<file path="src/rtl/core/gfba_ram.sv">
// Generic simple dual-port RAM, one write and one read port, registered read.
// No dependencies.
module gfba_ram #(
    parameter int WIDTH = 9,
    parameter int DEPTH = 64
) (
    input  logic                     i_clk,
    input  logic                     i_we,
    input  logic [$clog2(DEPTH)-1:0] i_waddr,
    input  logic [WIDTH-1:0]         i_wdata,
    input  logic [$clog2(DEPTH)-1:0] i_raddr,
    output logic [WIDTH-1:0]         o_rdata
);

    logic [WIDTH-1:0] r_mem [DEPTH];

    always_ff @(posedge i_clk) begin
        if (i_we) begin
            r_mem[i_waddr] <= i_wdata;
        end
        o_rdata <= r_mem[i_raddr];
    end

endmodule

</file>
<file path="config.mk">
export PLATFORM = sky130hd
export DESIGN_NAME = gfba_ram
export DESIGN_NICKNAME = d
export VERILOG_FILES = /design/src/rtl/core/gfba_ram.sv
export SDC_FILE = /design/constraint.sdc
export NUM_CORES = 1
export LEC_CHECK = 0
export ABC_AREA = 1
export BUFFER_PORTS_ARGS = -buffer_cell sky130_fd_sc_hd__buf_2
export CAP_MARGIN = 20
export CORE_ASPECT_RATIO = 1.5
export CORE_UTILIZATION = 30
export CTS_CLUSTER_DIAMETER = 50
export CTS_CLUSTER_SIZE = 8
export DETAILED_ROUTE_END_ITERATION = 7
export PLACE_DENSITY = 0.43
export SETUP_SLACK_MARGIN = 0.4
export SYNTH_ARGS = -nofsm -noshare
export SYNTH_HDL_FRONTEND = slang
export SYNTH_SLANG_ARGS = --single-unit
export TNS_END_PERCENT = 10
</file>
<file path="constraint.sdc">
create_clock -name i_clk -period 2.4 [get_ports i_clk]
set_input_delay 0.12 -clock i_clk [delete_from_list [all_inputs] [get_ports i_clk]]
set_output_delay 0.12 -clock i_clk [all_outputs]
set_load 0.01 [all_outputs]
</file>
Word level (Yosys, flattened, before mapping)
Memory sizes are Yosys's and may differ from the RTL's. A register that Yosys moved wholly into a read port is not among the register bits. Index checks and enable logic that the tools add are counted.

Register bits: 0. Output and inout port bits: 9. Word-level logic and storage cells: 3. Memories: 1. Input bits: 23. RAM bits: 576.

Multiplexer cells: 2.

Memory list: r_mem (depth 64, bits a word 9, rd ports 1, clocked after memory_dff 1, write ports 1, line 15) `logic [WIDTH-1:0] r_mem [DEPTH];`.

Operator list (number): 2-to-1 mux 1 bit (2).

Depth between registers and ports, before layout
Gate-level depths: netlist of the first run.

Depth in word-level cells: 2. Depth in mapped cells: 12. Gate-level depth less buffers: 9.

Least setup slack after synthesis of the first run
No wires, ideal clock.

Path type: input-to-reg. Start point: in i_we. End point: mem r_mem[48][0], enable pin. Data arrival time: 1.585 ns. Required time: 2.001 ns. Setup time: 0.399 ns. Cell stages on the path: 3. Path buffers: 1. Setup slack: 0.415 ns. Cells stage by stage: clkbuf_1 > nand4_1 > nor4_1.

Longest elaborated chain between the ends: 2.

Ends and longest elaborated chain: start, declared (line 8) `input logic i_we,`; 2-to-1 mux 1 bit (line 18) `if (i_we) begin`; 2-to-1 mux 1 bit (not written as such) (line 19) `r_mem[i_waddr] <= i_wdata;`; end, declared (line 15).

Every way passes these cells.

==> flow_metrics.py, run 1 <==
metrics = {
    "timing": {
        "grt_setup_unrepaired": "no",
        "worst_slack_ns": 0.872,
        "fmax_mhz": 654,
        "tightest_slew_ns": 0.682,
        "finalCritPeriodShare": 0.637,
        "slew_headroom": 0.543,
        "hold_violations": 0,
        "layout_min_cycle_time_ns": 1.53,
        "finalSetupViolations": 0,
        "clock_skew_ns": 0.0304,
        "tns_ns": 0,
        "maxSlewViolCount": 0,
    },
    "worst_setup_path": {
        "required_ns": 2.91,
        "r2r_setup_slack_ns": 0.87,
        "r2r_end": "o_rdata[1]$_DFF_P_",
        "crit_path_end_kind": "register",
        "path_class": "register to register",
        "critPathLaunchType": "register",
        "critical_path_arrival_ns": 2.04,
        "cp_cell_sequence": "nand2_1, nand3_1, nand3_1, nand2_1, nand2_1, nand3_1, nand3_1, nand2_1",
        "reg2reg_from": "r_mem[63][1]$_DFFE_PP_",
        "max_stage_delay_ns": 0.35,
        "worst_r2r_path_depth": 8,
        "startpoint": "r_mem[63][1]$_DFFE_PP_",
        "slowest_stage": "edfxtp_1",
        "path_max_fanout": 1,
    },
    "synthesis": {
        "synth_area_leader_cell": "edfxtp_1",
        "synth_top_area_frac": 0.727,
        "syn_area_mm2": 0.0238,
        "synth_edf_count": 576,
        "synth_area_leaders": "edfxtp_1, nand2_1, nand3_1, buf_6, buf_2",
        "post_synth.cell_area_avg_um2": 11.8,
        "synth_cell_types": 17,
        "synth_cells": 2016,
        "yosysSeqAreaShare": 0.734,
        "ys_ff_latch": 585,
        "syn_nets": 2039,
        "ys.flop_type": "edfxtp_1",
        "async_reset_ff_frac": 0,
        "yosys_warnings": 0,
    },
    "pwr": {
        "powerDensity_mw_per_mm2": 844,
        "finalPower_w": 0.0237,
        "peakVddDrop_mv": 0.448,
        "leakagePower_nw": 10.1,
    },
    "drt": {
        "drtAntennaViolNets": 0,
        "drt-pass1-iter-count": 5,
        "drc": 0,
        "drtIter0Drc": 1136,
        "wl_per_cell_um": 22.9,
        "wl_um": 73200,
        "dr_total_vias": 15500,
        "via_per_inst": 4.87,
    },
    "global_routing": {
        "grtUsageTotal": 0.183,
        "grt_pass1_vias": 16100,
        "grt_max_degree": 86,
        "overflow": 0,
        "grt_antenna_before_repair": 1,
        "grt_pass1_wl_um": 107000,
    },
    "clock_network": {
        "cts_resized": 0,
        "path_clk_slew_ns": 0.05,
        "cts_setup_buffers": 0,
        "hold_buffers": 3,
        "h-tree-depth": 3,
        "root_buffer": "clkbuf_16",
        "clk_path_buf_depth": 3,
        "cts_buffers": 84,
        "cts_tree": "done",
        "insertion_delay_ns": 0.64,
        "cts.sinks": 585,
    },
    "finish": {
        "final_cell_mix": "nand2_1, edfxtp_1, nand3_1, buf_4, clkbuf_16",
        "layout.nets": 2153,
        "syn2layout_area_growth_pct": 18.1,
        "final_common_cell": "nand2_1",
        "diodes": 0,
        "drive_gt1_frac": 0.117,
    },
    "die": {
        "core_mm2": 0.0787,
        "start_util": 0.303,
        "die_x_um": 232,
        "die_y_um": 347,
        "row_count": 126,
        "io_pins": 32,
        "die_area_mm2": 0.0805,
    },
    "worst_hold_path": {
        "hp-start": "i_wdata[3]",
        "min_to": "r_mem[21][3]$_DFFE_PP_",
        "min_path_cells": 2,
        "hold_class": "primary input to register",
    },
    "run": {
        "maxCapViolations": 0,
    },
    "run_status": {
        "outcome": "completed",
    },
    "placement": {
        "pre_cts_slack_ns": 0.390,
        "place_hpwl_um": 43500,
        "place.gp.congestion": 0.814,
        "numPortBuffers": 31,
    },
}
==> flip-flops by register name, summed over array words and instances (netlist names) <==
name / count
o_rdata: 9
r_mem: 576
==> per-stage QoR <==
step                      area [µm²]  instances   util  hold WS [ns]
after detailed placement       25700       3065  0.327         0.403
after floorplan                23800       2016      -         0.219
after global routing           28100       3189  0.357        0.0478
final                          28100       3189  0.357        0.0422
after CTS                      28100       3189  0.357       0.00862
after global placement         25700       3065  0.327         0.400
==> worst max-delay path, delay by kind of cell (launching register included) <==
family           cells  cell delay, ns
and+or+nand+nor      8            1.07
DFF                  1            0.35
==> worst max path at each step <==
stage                                   to  slack (ns)
floorplan           r_mem[48][0]$_DFFE_PP_        0.42
global placement        o_rdata[1]$_DFF_P_        0.39
detailed placement      o_rdata[1]$_DFF_P_        0.39
CTS                     o_rdata[4]$_DFF_P_        0.86
global route            o_rdata[1]$_DFF_P_        0.83
finish                  o_rdata[1]$_DFF_P_        0.87
==> Yosys cell counts, types with 3 or more instances <==
library cell    n
clkbuf_1       25
nor4_1          8
nor2_1         56
clkinv_1        3
buf_4           8
nand3_1       493
buf_2          53
buf_6          25
buf_1          13
nand4_1         9
inv_1           6
edfxtp_1      576
dfxtp_1         9
nand2_1       729
==> final cells by class <==
cell class | count | area, µm²
clock inverters | 8 | 93.8
inverters | 12 | 55.1
repair buffers | 152 | 1380
fillers | 7647 | 50500
well taps | 1024 | 1280
flip-flops and latches | 585 | 17500
multi-input cells | 1295 | 5560
clock buffers | 113 | 2260
==> per-layer routing <==
| layer | GRT usage | share of wire |
|---|---|---|
| met5 | 0 | 0.00014 |
| met4 | 0.0729 | 0.029 |
| met3 | 0.0227 | 0.036 |
| met2 | 0.332 | 0.53 |
| met1 | 0.217 | 0.40 |
==> kinds of logic (layout without fill, tap and decap cells) <==
kind of cell | count (synthesis) | count (layout) | synth area share
buf+inv | 136 | 285 | 0.0337
flops | 585 | 585 | 0.734
simple gates | 1295 | 1295 | 0.232
==> where the power goes <==
part	switching [W]	internal (W)
clock network	0.00429	0.00659
registers	0.0000376	0.0113
logic	0.00110	0.000387
Note: power is estimated with default switching activity, not from simulation.
==> inputs of run 2 (changes only) <==
--- a/config.mk
+++ b/config.mk
@@ -5,7 +5,7 @@
 export SDC_FILE = /design/constraint.sdc
 export NUM_CORES = 1
 export LEC_CHECK = 0
-export ABC_AREA = 1
+export ABC_AREA = 0
 export BUFFER_PORTS_ARGS = -buffer_cell sky130_fd_sc_hd__buf_2
 export CAP_MARGIN = 20
 export CORE_ASPECT_RATIO = 1.5
@@ -13,7 +13,7 @@
 export CTS_CLUSTER_DIAMETER = 50
 export CTS_CLUSTER_SIZE = 8
 export DETAILED_ROUTE_END_ITERATION = 7
-export PLACE_DENSITY = 0.43
+export PLACE_DENSITY = 0.44
 export SETUP_SLACK_MARGIN = 0.4
 export SYNTH_ARGS = -nofsm -noshare
 export SYNTH_HDL_FRONTEND = slang
==> constraint.sdc (replaced) <==
create_clock -name i_clk -period 1.25 [get_ports i_clk]
set_input_delay 0.0625 -clock i_clk [delete_from_list [all_inputs] [get_ports i_clk]]
set_output_delay 0.0625 -clock i_clk [all_outputs]
set_load 0.01 [all_outputs]
==> run 2 against run 1 <==
Compared with the run above:
- the flow now finishes with violations (hold timing, setup timing)
- routed wire length shrank 19%
- combinational power grew 73%
- critical path depth shrank 1
==> flow_metrics.py, run 2 <==
metrics = {
    "run_status": {
        "outcome": "complete, but fails checks",
        "violations": "hold timing, setup timing",
    },
    "die": {
        "die_x_um": 226,
        "start_util": 0.305,
        "row_count": 122,
        "core_mm2": 0.0742,
        "die_y_um": 338,
        "die_area_mm2": 0.0764,
        "io_pins": 32,
    },
    "synthesis": {
        "synth_area_leader_cell": "edfxtp_1",
        "async_reset_ff_frac": 0,
        "ys.flop_type": "edfxtp_1",
        "synth_top_area_frac": 0.766,
        "yosys_warnings": 0,
        "ys_ff_latch": 585,
        "yosysSeqAreaShare": 0.774,
        "synth_cell_types": 37,
        "synth_common_cells": "edfxtp_1, mux4_2, nor2_1, nand2_1, clkbuf_1",
        "synth_most_common_cell": "edfxtp_1",
        "syn_nets": 1043,
        "synth_area_leaders": "edfxtp_1, mux4_2, nor2_1, mux2i_1, mux4_1",
        "post_synth.cell_area_avg_um2": 22.2,
        "synth_cells": 1020,
        "syn_area_mm2": 0.0226,
        "synth_edf_count": 576,
    },
    "placement": {
        "place.gp.congestion": 0.775,
        "dp_cells": 2197,
        "place_hpwl_um": 38900,
        "numPortBuffers": 31,
        "pre_cts_slack_ns": -1.07,
    },
    "drt": {
        "drt-pass1-iter-count": 4,
        "via_per_inst": 4.78,
        "wl_per_cell_um": 25.6,
        "dr_total_vias": 11100,
        "drc": 0,
        "wl_um": 59600,
        "drtAntennaViolNets": 0,
        "drtIter0Drc": 796,
    },
    "global_routing": {
        "grt_pass1_wl_um": 86800,
        "overflow": 0,
        "grt_max_degree": 65,
        "grtUsageTotal": 0.161,
        "grt_antenna_before_repair": 2,
        "grt_pass1_vias": 12200,
    },
    "finish": {
        "layout.nets": 1325,
        "diodes": 0,
        "largest_register_ffs": 576,
        "final_cell_mix": "edfxtp_1, buf_4, mux4_2, clkbuf_16, nor2_1",
        "syn2layout_area_growth_pct": 26.3,
        "fin_cells": 2326,
        "final_common_cell": "edfxtp_1",
        "drive_gt1_frac": 0.401,
        "top_regs": "r_mem x576, o_rdata x9",
        "top_register": "r_mem",
    },
    "clock_network": {
        "hold_buffers": 10,
        "insertion_delay_ns": 0.63,
        "root_buffer": "clkbuf_16",
        "cts.sinks": 585,
        "h-tree-depth": 3,
        "cts_tree": "done",
        "clk_path_buf_depth": 3,
        "cts_buffers": 84,
        "path_clk_slew_ns": 0.05,
    },
    "worst_hold_path": {
        "min_to": "r_mem[16][8]$_DFFE_PP_",
        "hold_class": "primary input to register",
        "hp-start": "i_wdata[8]",
        "min_path_cells": 1,
    },
    "timing": {
        "finalCritPeriodShare": 1.60,
        "clock_skew_ns": 0.0223,
        "tightest_slew_ns": 0.515,
        "slew_headroom": 0.657,
        "layout_min_cycle_time_ns": 2.01,
        "finalSetupViolations": 9,
        "hold_violations": 24,
        "timing.hold.ws_ns": -0.0433,
        "grt_setup_unrepaired": "yes",
        "maxSlewViolCount": 0,
        "fmax_mhz": 499,
        "worst_slack_ns": -0.756,
    },
    "worst_setup_path": {
        "required_ns": 1.76,
        "cp_cell_sequence": "mux4_2, nor2b_4, a2111oi_4, buf_4, a2111oi_2, buf_4, a221o_1",
        "critical_path_arrival_ns": 2.51,
        "r2r_end": "o_rdata[8]$_DFF_P_",
        "path_depth": 7,
        "worst_r2r_path_depth": 7,
        "path_class": "register to register",
        "max_stage_delay_ns": 0.49,
        "slowest_stage": "mux4_2",
        "path_delay_family": "compound AO/OA/AOI/OAI gates",
        "r2r_setup_slack_ns": -0.76,
        "path_max_fanout": 1,
        "path_buf_inv": 2,
        "cpMostUsedCell": "buf_4",
        "crit_path_end_kind": "register",
        "reg2reg_from": "r_mem[3][8]$_DFFE_PP_",
        "critPathLaunchType": "register",
    },
    "run": {
        "maxCapViolations": 0,
    },
    "pwr": {
        "leakagePower_nw": 9.26,
        "powerDensity_mw_per_mm2": 1580,
        "peakVddDrop_mv": 0.767,
    },
}
-- run 2: cell types whose count changed after synthesis, sizes merged, moves of 17 or more --
cell | before | now
buf | 99 | 31
nand3 | 493 | 12
mux4 | 0 | 151
a22oi | 0 | 17
nand2 | 729 | 24
mux2i | 0 | 22
-- run 2: per-layer routing --
layer / share of wire / global-route usage
met3: 0.034 / 0.0250
met5: 0.00020 / 0
met1: 0.39 / 0.189
met2: 0.55 / 0.294
met4: 0.025 / 0.0583
-- run 2: logic make-up after synthesis --
logic type	share of synthesized area
AO/OA/AOI/OAI	0.0201
buffers and inverters	0.0145
flip-flops	0.774
multiplexers	0.164
AND/OR/NAND/NOR	0.0283
-- run 2: where the power goes --
part / total, W / switching (W) / internal (W)
Clock: 0.0208 / 0.00799 / 0.0128
Sequential: 0.0219 / 0.0000922 / 0.0218
Combinational: 0.00256 / 0.00140 / 0.00116
Total: 0.0452 / 0.00948 / 0.0357
-- run 2: per-stage QoR --
stage / power (W) / hold WS, ns / TNS (ns) / utilization / cell area (µm²)
final: 0.0452 / -0.0433 / -5.41 / 0.385 / 28500
after global routing: 0.0466 / -0.0403 / -5.87 / 0.385 / 28500
after CTS: 0.0457 / -0.0657 / -5.53 / 0.383 / 28400
after detailed placement: 0.0247 / 0.485 / -109.94 / 0.348 / 25800
after global placement: 0.0247 / 0.477 / -110.50 / 0.348 / 25800
after floorplan: 0.0234 / 0.161 / -120.20 / - / 22700
-- run 2: how the worst max path moves through the flow --
stage,startpoint,endpoint,slack (ns)
final,r_mem[3][8]$_DFFE_PP_,o_rdata[8]$_DFF_P_,-0.76
after global routing,r_mem[1][8]$_DFFE_PP_,o_rdata[8]$_DFF_P_,-0.81
after CTS,r_mem[3][8]$_DFFE_PP_,o_rdata[8]$_DFF_P_,-0.77
after detailed placement,i_raddr[0],o_rdata[3]$_DFF_P_,-1.07
after global placement,i_raddr[0],o_rdata[3]$_DFF_P_,-1.09
after floorplan,i_raddr[0],o_rdata[7]$_DFF_P_,-0.39
-- run 2: cell type report --
type                    count  area (µm²)
clock buffers             109        2210
inverters                   1        3.75
flip-flops and latches    585       17500
multi-input cells         380        4990
well taps                 992        1240
clock inverters             9         150
repair buffers            250        2440
fillers                  6747       45700
-- run 2: worst register-to-register path, delay by kind of cell (launching register included) --
| family | cells | cell delay (ns) |
|---|---|---|
| compound gates | 3 | 0.57 |
| buf+inv | 2 | 0.35 |
| flops | 1 | 0.35 |
| mux | 1 | 0.49 |
| simple gates | 1 | 0.15 |
-- run 2: timing repair --
item,4_1_cts,5_1_grt
gates resized for setup,34,34
pin swaps,5,5
hold endpoints to repair,469,24
endpoints found under the setup margin,84,261
setup buffers,0,1
==> inputs of run 3 (changes only) <==
--- a/config.mk
+++ b/config.mk
@@ -14,7 +14,6 @@
 export CTS_CLUSTER_SIZE = 8
 export DETAILED_ROUTE_END_ITERATION = 7
 export PLACE_DENSITY = 0.44
-export SETUP_SLACK_MARGIN = 0.4
 export SYNTH_ARGS = -nofsm -noshare
 export SYNTH_HDL_FRONTEND = slang
 export SYNTH_SLANG_ARGS = --single-unit
==> run 3 against run 2 <==
Compared with the run above:
- the flow finishes with violations (setup timing)
- critical path depth fell by 3
- worst hold slack better by 0.15 ns
- utilization is 0.46 points lower
- sequential power about the same
- non-clock buffer count down 26
- fmax is 2.4% higher
- first-iteration DRC count decreased by 6.4%
- design area down 1.2%
- count of clock-buffer cells in the layout is 4 higher
- worst setup slack better by 0.046 ns
- clock skew increased by 0.0057 ns
==> flow_metrics.py, run 3 (synthesis gave the netlist of run 2 again) <==
metrics = {
    "global_routing": {
        "grt_pass1_vias": 12100,
        "grt_pass1_wl_um": 85200,
        "grt_max_degree": 65,
        "grtUsageTotal": 0.158,
        "grt_antenna_before_repair": 2,
        "overflow": 0,
    },
    "finish": {
        "top_regs": "r_mem x576, o_rdata x9",
        "layout.nets": 1298,
        "post-route-cell-area_mm2": 0.0282,
        "final_cell_mix": "edfxtp_1, mux4_2, buf_4, clkbuf_16, nor2_1",
        "syn2layout_area_growth_pct": 24.8,
        "largest_register_ffs": 576,
        "fin_util": 0.380,
        "regArea_mm2": 0.0175,
        "multi_input_area_mm2": 0.00495,
        "final_common_cell": "edfxtp_1",
        "fin_cells": 2300,
        "fillCellCount": 6821,
        "top_register": "r_mem",
        "drive_gt1_frac": 0.374,
    },
    "timing": {
        "fmax_mhz": 510,
        "slew_headroom": 0.550,
        "layout_min_cycle_time_ns": 1.96,
        "tightest_slew_ns": 0.675,
        "timing.hold.ws_ns": 0.110,
        "clock_skew_ns": 0.0280,
        "worst_slack_ns": -0.710,
        "finalSetupViolations": 9,
        "maxSlewViolCount": 0,
        "grt_setup_unrepaired": "yes",
        "tns_ns": -5.11,
        "finalCritPeriodShare": 1.57,
        "hold_violations": 0,
    },
    "die": {
        "die_area_mm2": 0.0764,
        "core_mm2": 0.0742,
        "die_y_um": 338,
        "die_x_um": 226,
        "row_count": 122,
        "io_pins": 32,
        "start_util": 0.305,
    },
    "clock_network": {
        "clk_path_buf_depth": 3,
        "insertion_delay_ns": 0.62,
        "path_clk_slew_ns": 0.05,
        "cts_tree": "done",
        "root_buffer": "clkbuf_16",
        "cts_setup_buffers": 0,
        "h-tree-depth": 3,
        "cts.sinks": 585,
        "cts_buffers": 83,
    },
    "drt": {
        "wl_um": 58900,
        "drtAntennaViolNets": 0,
        "drt-pass1-iter-count": 4,
        "drc": 0,
        "via_per_inst": 4.80,
        "wl_per_cell_um": 25.6,
        "dr_total_vias": 11100,
        "drtIter0Drc": 745,
    },
    "worst_setup_path": {
        "required_ns": 1.74,
        "path_buf_inv": 0,
        "path_delay_family": "multiplexers",
        "path_max_fanout": 1,
        "cp_cell_sequence": "mux4_2, mux4_2, o211ai_1, nand2_1",
        "cpMostUsedCell": "mux4_2",
        "critPathLaunchType": "register",
        "max_stage_delay_ns": 0.53,
        "crit_path_end_kind": "register",
        "path_class": "register to register",
        "critical_path_arrival_ns": 2.45,
        "slowest_stage": "mux4_2",
    },
    "placement": {
        "dp_cells": 2173,
        "place_area_mm2": 0.0256,
        "place.gp.congestion": 0.725,
        "numPortBuffers": 31,
        "place_hpwl_um": 38000,
    },
    "pwr": {
        "leakagePower_nw": 9.11,
        "powerDensity_mw_per_mm2": 1600,
        "peakVddDrop_mv": 0.876,
    },
    "run_status": {
        "outcome": "complete, but fails checks",
        "violations": "setup timing",
    },
    "run": {
        "maxCapViolations": 0,
    },
    "worst_hold_path": {
        "hold_class": "primary input to register",
    },
}
run 3: layout make-up:
cell class / instances / area share
Clock buffer: 113 / 0.0807
Timing Repair Buffer: 224 / 0.0762
Tap cell: 992 / 0.0440
Inverter: 1 / 0.000133
Clock inverter: 4 / 0.00302
Sequential cell: 585 / 0.620
Antenna cell: 1 / 0.0000888
Multi-Input combinational cell: 380 / 0.176
run 3: power by group:
part	internal, W	switching [W]	leakage (nW)
Sequential	0.0218	0.0000663	5.26
Combinational	0.00110	0.00143	2.71
Clock	0.0127	0.00795	1.14
Total	0.0355	0.00944	9.11
run 3: tightest hold or removal path, cell delays in order:
cell	delay, ns
buf_2	0.11
buf_4	0.14
nor3_1	0.05
buf_4	0.18
run 3: final timing paths:
path	from	endpoint	slack, ns	cells past startpoint
setup / recovery	r_mem[51][1]$_DFFE_PP_	o_rdata[1]$_DFF_P_	-0.71	4
hold / removal	i_waddr[1]	r_mem[48][8]$_DFFE_PP_	0.11	4
setup reg to reg	r_mem[51][1]$_DFFE_PP_	o_rdata[1]$_DFF_P_	-0.71	4
hold reg to reg	r_mem[45][5]$_DFFE_PP_	o_rdata[5]$_DFF_P_	0.89	4
run 3: routing by layer:
metal,up-vias,routed length (µm),global-route usage
met2,220,32300,0.288
met1,5968,23500,0.186
met5,-,0,0
li1,4788,-,-
met4,0,1330,0.0536
met3,75,1790,0.0240
run 3: through the flow:
stage	total power, W	worst slack, ns
floorplan	0.0234	-0.386
global placement	0.0247	-1.08
detailed placement	0.0247	-1.10
CTS	0.0456	-0.715
global route	0.0464	-0.750
finish	0.0450	-0.710
run 3: timing repair:
action,in CTS,in global routing
resized for setup,24,5
hold buffers,10,0
pin swaps,7,1
setup endpoints to repair,13,9
hold endpoints to repair,473,0
